`src/rtl/salcp_pkg.sv`:
```
`timescale 1ns / 1ps
// ----------------------------------------------------------------------------
// salcp_pkg
// shared types and constants for the suffix array search engine
// ----------------------------------------------------------------------------
package salcp_pkg;

  localparam int unsigned RefDepthDflt    = 1048576;
  localparam int unsigned MaxQueryLenDflt = 32;
  localparam int unsigned RefLenW         = 21;
  localparam int unsigned QLenW           = 6;
  localparam int unsigned AddrW           = 20;
  localparam int unsigned PosW            = 20;
  localparam int unsigned QueryW          = 64;
  localparam int unsigned CfgIdxW         = 1;
  localparam int unsigned CfgDataW        = 21;

  localparam logic [CfgIdxW-1:0] CfgRefLength   = 1'b0;
  localparam logic [CfgIdxW-1:0] CfgQueryLength = 1'b1;

  typedef enum logic [1:0] {
    OpLoadBase = 2'd0,
    OpLoadRank = 2'd1,
    OpQuery    = 2'd2,
    OpNone     = 2'd3
  } op_e;

  typedef struct packed {
    op_e               op;
    logic [AddrW-1:0]  addr;
    logic [1:0]        base;
    logic [PosW-1:0]   ref_pos;
    logic [QueryW-1:0] query;
  } cmd_t;

  typedef enum logic [3:0] {
    StIdle,
    StRank0Rd,
    StRank0Wt,
    StHiRd,
    StHiWt,
    StLoop,
    StMidWt,
    StCmpRd,
    StCmpWt,
    StFinalWt,
    StDone
  } state_e;

endpackage

```
`src/rtl/salcp_front.sv`:
```
`timescale 1ns / 1ps
// ----------------------------------------------------------------------------
// salcp_front
// command intake and two-entry queue toward the search engine
// ----------------------------------------------------------------------------
module salcp_front
  import salcp_pkg::*;
(
  input  logic clk_i,
  input  logic rst_ni,
  input  logic start_i,
  output logic busy_o,
  input  cmd_t cmd_i,
  output logic q_valid_o,
  output cmd_t q_cmd_o,
  input  logic q_pop_i
);

  cmd_t       mem_q [2];
  logic       wr_q, wr_d, rd_q, rd_d;
  logic [1:0] cnt_q, cnt_d;
  logic       push;

  assign busy_o    = (cnt_q == 2'd2);
  assign push      = start_i && !busy_o && (cmd_i.op != OpNone);
  assign q_valid_o = (cnt_q != 2'd0);
  assign q_cmd_o   = mem_q[rd_q];

  always_comb begin
    wr_d  = push ? ~wr_q : wr_q;
    rd_d  = (q_pop_i && q_valid_o) ? ~rd_q : rd_q;
    cnt_d = cnt_q + {1'b0, push} - {1'b0, q_pop_i && q_valid_o};
  end

  always_ff @(posedge clk_i or negedge rst_ni) begin
    if (!rst_ni) begin
      wr_q  <= 1'b0;
      rd_q  <= 1'b0;
      cnt_q <= 2'd0;
    end else begin
      wr_q  <= wr_d;
      rd_q  <= rd_d;
      cnt_q <= cnt_d;
    end
  end

  always_ff @(posedge clk_i) begin
    if (push) begin
      mem_q[wr_q] <= cmd_i;
    end
  end

  a_cnt_bound: assert property (@(posedge clk_i) disable iff (!rst_ni) cnt_q <= 2'd2)
    else $error("queue count overflow");
  a_full_busy: assert property (@(posedge clk_i) disable iff (!rst_ni)
    (cnt_q == 2'd2) |-> busy_o) else $error("full queue not busy");
  a_pop_valid: assert property (@(posedge clk_i) disable iff (!rst_ni)
    (cnt_q == 2'd0) |=> (cnt_q <= 2'd1)) else $error("queue jumped");

endmodule

```
`config.mk`:
```
export PLATFORM = sky130hd
export DESIGN_NAME = salcp_front
export DESIGN_NICKNAME = d
export VERILOG_FILES = /design/src/rtl/salcp_pkg.sv /design/src/rtl/salcp_front.sv
export SDC_FILE = /design/constraint.sdc
export NUM_CORES = 1
export LEC_CHECK = 0
export BUFFER_PORTS_ARGS = -buffer_cell sky130_fd_sc_hd__buf_2
export CORE_UTILIZATION = 52
export CTS_CLUSTER_DIAMETER = 80
export DETAILED_ROUTE_END_ITERATION = 7
export GPL_TIMING_DRIVEN = 0
export PLACE_DENSITY = 0.89
export SLEW_MARGIN = 20
export SYNTH_ARGS = -nofsm -noshare
export SYNTH_HDL_FRONTEND = slang
export SYNTH_SLANG_ARGS = --single-unit
```
`constraint.sdc`:
```
create_clock -name clk_i -period 6.6 [get_ports clk_i]
set_input_delay 0.33 -clock clk_i [delete_from_list [all_inputs] [get_ports clk_i]]
set_output_delay 0.33 -clock clk_i [all_outputs]
set_load 0.02 [all_outputs]
```
==> results of run 1 <==
per-stage QoR:
step,worst slack (ns),setup TNS (ns)
final,4.13,0
after global placement,-1.21,-260.41
after global routing,3.99,0
after detailed placement,4.09,0
after floorplan,0.671,0
after CTS,4.09,0
power by group:
part	internal, mW	switching, mW
logic	0.625	0.884
clock network	0.715	0.495
registers	1.83	0.0589
state kept, by name (all words and copies together), names as in the netlist:
register and count:
wr_q 1, cnt_q 2, rd_q 1, mem_q 216
Yosys cell counts:
cell type  count
nand3b_1       1
buf_6          3
xnor2_1        3
mux2_2        98
inv_1          2
nor2b_1        1
and2_1         1
ha_1           2
xor2_1         1
mux2_4        10
dfrtp_1        4
nor2_1         2
or2_2          1
nand2_1        1
buf_2          9
edfxtp_1     216
cell families after synthesis:
kind of cell  after synthesis
xor+xnor                    4
fa+ha+maj                   2
buf+inv                    14
flops                     220
mux                       108
simple gates                7
cell type report:
type,count,area [um^2],area share
sequential,220,6590,0.641
inverter,2,7.51,0.000731
multi-input combinational,121,1370,0.133
clock inverter,13,128,0.0124
buffer,12,78.8,0.00767
tap,188,235,0.0229
timing repair buffer,230,1290,0.126
clock buffer,25,583,0.0567
critical path: cells and delay by family (launching register included):
family | cells | cell delay, ns
DFF | 1 | 0.40
buffers and inverters | 3 | 0.67
and+or+nand+nor | 3 | 1.09
metal layers:
| metal | up-vias | wire (um) |
|---|---|---|
| met2 | 184 | 7870 |
| met1 | 2044 | 5400 |
| met4 | 0 | 401 |
| met5 | - | 0 |
| li1 | 1924 | - |
| met3 | 37 | 1070 |
path summary, 6_finish.rpt:
kind	to	slack (ns)	depth (start not counted)
setup / recovery	mem_q[1][92]	4.13	6
hold / removal	mem_q[1][5]	0.03	1
setup reg to reg	mem_q[1][92]	4.13	6
hold reg to reg	cnt_q[1]	0.50	1
max in group asynchronous	wr_q	6.29	2
min in group asynchronous	rd_q	0.18	2
==> qor.csv, run 1 <==
stage,metric,value,unit
status,run status,"finished, final reports clean",
clocking,htree depth,1,
global_routing,initial antenna violation count,0,
sta,Slew @ Worst Pin,0.613,ns
pwr,Leak,3.90,nW
min_path,Hold Startpoint,cmd_i[5],
clocking,number of buffers created by CTS,22,
setup_path,crit path cell chain,nor2b_1 > nand3b_1 > nor2_4 > buf_12 > buf_12 > buf_16,
flow_run,max-capacitance violation count,0,
yosys,Syn Inst Count,355,
setup_path,"slowest stage delay, CP",0.58,ns
die,Core Region,0.0151,mm^2
finish,layout cell share with drive strength beyond 1,0.620,
pwr,Peak supply drop,288,uV
setup_path,Worst Setup End Kind,flop,
sta,setup violators final,0,
global_routing,GRT overflow,0,
pwr,total power,4.60,mW
yosys,"Seq/Total Area, Yosys",0.821,
detailed_routing,drt pass-1 iters,4,
setup_path,CP Class,reg2reg,
setup_path,Critical Path RT,6.80,ns
yosys,XOR/XNOR Fraction of Synth Area,0.00437,
global_routing,GRT busiest layer,met2,
sta,unrepaired setup endpoints after global routing,false,
finish,diode count,0,
setup_path,CP max-delay cell,nor2_4,
finish,Post-Layout Cell Count,811,
global_routing,GR Util met2,0.339,
place,dpl cells,772,
die,num rows,45,
global_routing,GR Util All Layers,0.184,
yosys,number of synthesis warnings,0,
place,Placer Congestion,0.722,
yosys,post-synthesis mux area share,0.156,
global_routing,largest net degree at the start of global routing,27,
detailed_routing,# DRC,0,
setup_path,reg2reg start,cnt_q[1],
clocking,root buffer cell,clkbuf_16,
finish,# nets final,723,
yosys,Synth top area share,0.808,
detailed_routing,number of nets with antenna violations after routing,0,
setup_path,Crit path top cell by count,buf_12,
clocking,CTS tree,yes,
global_routing,first-pass GRT wire length,22500,um
global_routing,number of global-route vias before repair,4557,
finish,"Design Area, Final",0.0103,mm^2
yosys,Syn Area/Cell,22.6,um^2
detailed_routing,routed via count,4189,
clocking,Skew-Pair Late Insertion Delay,0.49,ns
die,initial core utilization,0.530,
sta,count of final max-slew check failures,0,
sta,final hold slack,0.0282,ns
setup_path,critical path launch point type,flop,
finish,P&R area growth vs syn,28.1,%
yosys,post-synthesis net count,469,
yosys,largest family of logic cells by synthesized area,multiplexers,
die,die width,126,um
setup_path,crit path DAT,2.67,ns
min_path,Hold Crit Class,in2reg,
yosys,Post-Syn Area,0.00802,mm^2
detailed_routing,WL/cell,18.2,um
clocking,Sink Count,220,
finish,"commonest non-fill, non-tap cell in the layout",buf_2,
finish,# fillers,956,
sta,Tmin final,2.47,ns
die,I/O pin cnt,222,
yosys,number of synthesized register bits,220,
die,Die H,126,um
yosys,Synth area leaders,"edfxtp_1, mux2_2, mux2_4",
clocking,setup bufs post-CTS,0,
sta,final worst path period share,0.374,
clocking,# hold bufs at CTS,1,
yosys,Netlist cell types,16,
clocking,Resized cells post-CTS,0,
yosys,Post-Synth Simple-Gate Area,0.00468,
yosys,Synth Area in Adders,0.00312,
place,"Cell Area, Placed",0.00956,mm^2
finish,final core utilization,0.678,
place,hpwl dp,10300,um
detailed_routing,Detailed Route Iter0 Violations,224,
sta,worst clock skew,0.00634,ns
global_routing,met1 capacity usage during global routing,0.199,
finish,most used cells in the layout excluding fill and tap cells,"buf_2, edfxtp_1, mux2_2",
detailed_routing,final wirelength,14700,um
setup_path,Crit. Startpoint,cnt_q[1],
yosys,post-synthesis compound-gate area fraction,0,
sta,FMAX,405,MHz
sta,Slew headroom,0.590,
global_routing,met3 Track Usage GR,0.0573,
place,input/output buffers,221,
detailed_routing,drt via density,5.17,
clocking,"Reg clk slew, reported paths",0.06,ns
yosys,"area leader, netlist",edfxtp_1,
pwr,PD cells,448,mW/mm^2
die,die footprint,0.0159,mm^2
setup_path,worst-path fanout max,25,
clocking,clock tree buffer depth,3,
sta,"Hold Vio Cnt, Final",0,
No activity file was read; power rests on OpenSTA's default activity.
==> run 2, diff against run 1 <==
--- a/config.mk
+++ b/config.mk
@@ -6,11 +6,11 @@
 export NUM_CORES = 1
 export LEC_CHECK = 0
 export BUFFER_PORTS_ARGS = -buffer_cell sky130_fd_sc_hd__buf_2
-export CORE_UTILIZATION = 52
+export CORE_UTILIZATION = 47
 export CTS_CLUSTER_DIAMETER = 80
 export DETAILED_ROUTE_END_ITERATION = 7
 export GPL_TIMING_DRIVEN = 0
-export PLACE_DENSITY = 0.89
+export PLACE_DENSITY = 0.86
 export SLEW_MARGIN = 20
 export SYNTH_ARGS = -nofsm -noshare
 export SYNTH_HDL_FRONTEND = slang
==> constraint.sdc (replaced) <==
create_clock -name clk_i -period 2.01 [get_ports clk_i]
set_input_delay 0.1005 -clock clk_i [delete_from_list [all_inputs] [get_ports clk_i]]
set_output_delay 0.1005 -clock clk_i [all_outputs]
set_load 0.02 [all_outputs]
==> qor.csv, run 2 (synthesis gave the netlist of run 1 again) <==
stage,metric,value,unit,change
status,run status,"finished, final reports clean",,
clocking,htree depth,1,,unchanged
sta,final setup TNS,0,ns,unchanged
clocking,root buffer cell,clkbuf_16,,
pwr,Leak,4.39,nW,+13%
die,Core Region,0.0166,mm^2,+9.9%
place,dpl cells,804,,+4.1%
sta,unrepaired setup endpoints after global routing,false,,
setup_path,CP max-delay cell,mux2_2,,
place,input/output buffers,221,,unchanged
global_routing,initial antenna violation count,1,,+1
setup_path,crit path DAT,1.83,ns,-0.84 ns
finish,P&R area growth vs syn,42.8,%,
pwr,Peak supply drop,1090,uV,+280%
setup_path,CP Class,reg2out,,
sta,count of final max-slew check failures,0,,unchanged
clocking,"Reg clk slew, reported paths",0.06,ns,about the same
die,Die H,133,um,+5.1%
sta,setup violators final,0,,unchanged
clocking,clock tree buffer depth,3,,unchanged
finish,layout cell share with drive strength beyond 1,0.524,,-0.0958
clocking,number of buffers created by CTS,22,,unchanged
setup_path,critical path launch point type,flop,,
place,Placer Congestion,0.738,,+2.3%
global_routing,GRT overflow,0,,unchanged
setup_path,reg2reg start,cnt_q[1],,
detailed_routing,drt pass-1 iters,4,,unchanged
min_path,Hold Startpoint,start_i,,
global_routing,GR Util met2,0.373,,+0.0338
finish,# nets final,836,,+16%
sta,Tmin final,1.93,ns,
detailed_routing,routed via count,4722,,+13%
global_routing,met3 Track Usage GR,0.0510,,-0.00639
setup_path,Crit. Startpoint,rd_q,,
die,die footprint,0.0176,mm^2,+10%
place,pre-CTS WS,-0.154,ns,-4.25 ns
die,I/O pin cnt,222,,unchanged
global_routing,GRT busiest layer,met2,,
setup_path,Critical path destination,q_cmd_o[31],,
setup_path,Crit path top cell by count,buf_2,,
sta,worst setup slack after layout,0.0757,ns,-4.06 ns
clocking,Resized cells post-CTS,0,,unchanged
global_routing,first-pass GRT wire length,27000,um,+20%
setup_path,"CP delay by family, top",buffers and inverters,,
detailed_routing,# DRC,0,,unchanged
detailed_routing,number of nets with antenna violations after routing,0,,unchanged
finish,Top reg by flops,mem_q,,
clocking,CTS tree,yes,,
sta,Slew headroom,0.785,,+0.195
global_routing,number of global-route vias before repair,5174,,+14%
finish,number of flip-flops in the largest register,216,,unchanged
sta,Slew @ Worst Pin,0.321,ns,-0.292 ns
die,num rows,47,,+4.4%
detailed_routing,WL/cell,18.5,um,+1.9%
setup_path,"slowest stage delay, CP",0.38,ns,-0.20 ns
min_path,Hold Crit Class,in2reg,,
setup_path,R2R Setup Slk,0.10,ns,-4.03 ns
die,die width,133,um,+5.1%
finish,most used cells in the layout excluding fill and tap cells,"buf_2, edfxtp_1, dlygate4sd3_1",,
place,hpwl dp,10200,um,-1.1%
pwr,PD cells,1340,mW/mm^2,+200%
finish,Post-Layout Cell Count,958,,+18%
clocking,Sink Count,220,,unchanged
global_routing,GR Util All Layers,0.200,,+0.0161
finish,Regs by FF count,"mem_q: 216 flops, cnt_q: 2 flops",,
detailed_routing,drt via density,4.93,,-4.6%
setup_path,CP bufs+invs,3,,unchanged
detailed_routing,final wirelength,17800,um,+20%
sta,FMAX,517,MHz,
setup_path,worst-path fanout max,10,,-60%
setup_path,WP depth,4,,-2
setup_path,Critical Path RT,1.91,ns,-4.89 ns
setup_path,reg2reg path depth,5,,-1
global_routing,met1 capacity usage during global routing,0.220,,+0.0211
die,initial core utilization,0.482,,-0.0476
finish,# fillers,1035,,+8.3%
setup_path,Worst Setup End Kind,primary output,,
sta,final worst path period share,0.962,,
setup_path,r2r endpoint,mem_q[0][66],,
detailed_routing,Detailed Route Iter0 Violations,183,,-18%
sta,"Hold Vio Cnt, Final",0,,unchanged
setup_path,crit path cell chain,buf_6 > buf_2 > mux2_2 > buf_2,,
sta,worst clock skew,0.0131,ns,+0.00678 ns
finish,"commonest non-fill, non-tap cell in the layout",buf_2,,
finish,final core utilization,0.688,,+0.00981
clocking,Skew-Pair Late Insertion Delay,0.49,ns,about the same
global_routing,largest net degree at the start of global routing,28,,+3.7%
flow_run,max-capacitance violation count,0,,unchanged
[run 2: worst min path at each step]
stage / endpoint / slack [ns] / cells after the start
global route: wr_q / 0.11 / 3
finish: wr_q / 0.11 / 3
global placement: cnt_q[0] / -0.09 / 1
detailed placement: cnt_q[0] / -0.09 / 1
floorplan: cnt_q[0] / -0.20 / 0
CTS: wr_q / 0.10 / 3
[run 2: layout make-up]
class / instances / area, um^2 / area share
diodes: 1 / 2.50 / 0.000218
well taps: 220 / 275 / 0.0240
flip-flops and latches: 220 / 6590 / 0.575
multi-input cells: 121 / 1370 / 0.120
clock inverters: 5 / 47.5 / 0.00415
plain buffers: 11 / 67.6 / 0.00590
inverters: 2 / 7.51 / 0.000655
clock buffers: 34 / 657 / 0.0573
repair buffers: 344 / 2440 / 0.213
[run 2: worst min-delay path, stage by stage]
cell and delay [ns]:
buf_2 0.10, nand3b_1 0.25, xnor2_1 0.11
[run 2: report_power, final]
part	internal (mW)	switching, mW
Sequential	6.00	0.226
Combinational	2.23	3.01
Clock	2.37	1.57
[run 2: layer usage]
| metal | wire length, um | up-vias |
|---|---|---|
| li1 | - | 2147 |
| met1 | 6560 | 2345 |
| met3 | 1200 | 41 |
| met2 | 9540 | 189 |
| met4 | 459 | 0 |
| met5 | 0 | - |
[run 2: through the flow]
stage	hold slack (ns)	instance area, um^2	power, mW
floorplan	-0.195	8050	9.60
global placement	-0.0946	9430	11.0
detailed placement	-0.0874	9620	11.3
CTS	0.103	11500	15.5
global route	0.113	11500	16.0
finish	0.111	11500	15.4
[run 2: what timing repair did]
| action | 4_1_cts | 5_1_grt |
|---|---|---|
| pin swaps | 2 | 0 |
| setup endpoints to repair | 106 | 10 |
| setup buffers | 4 | 0 |
| hold endpoints to repair | 221 | 0 |
| hold buffers | 111 | 0 |
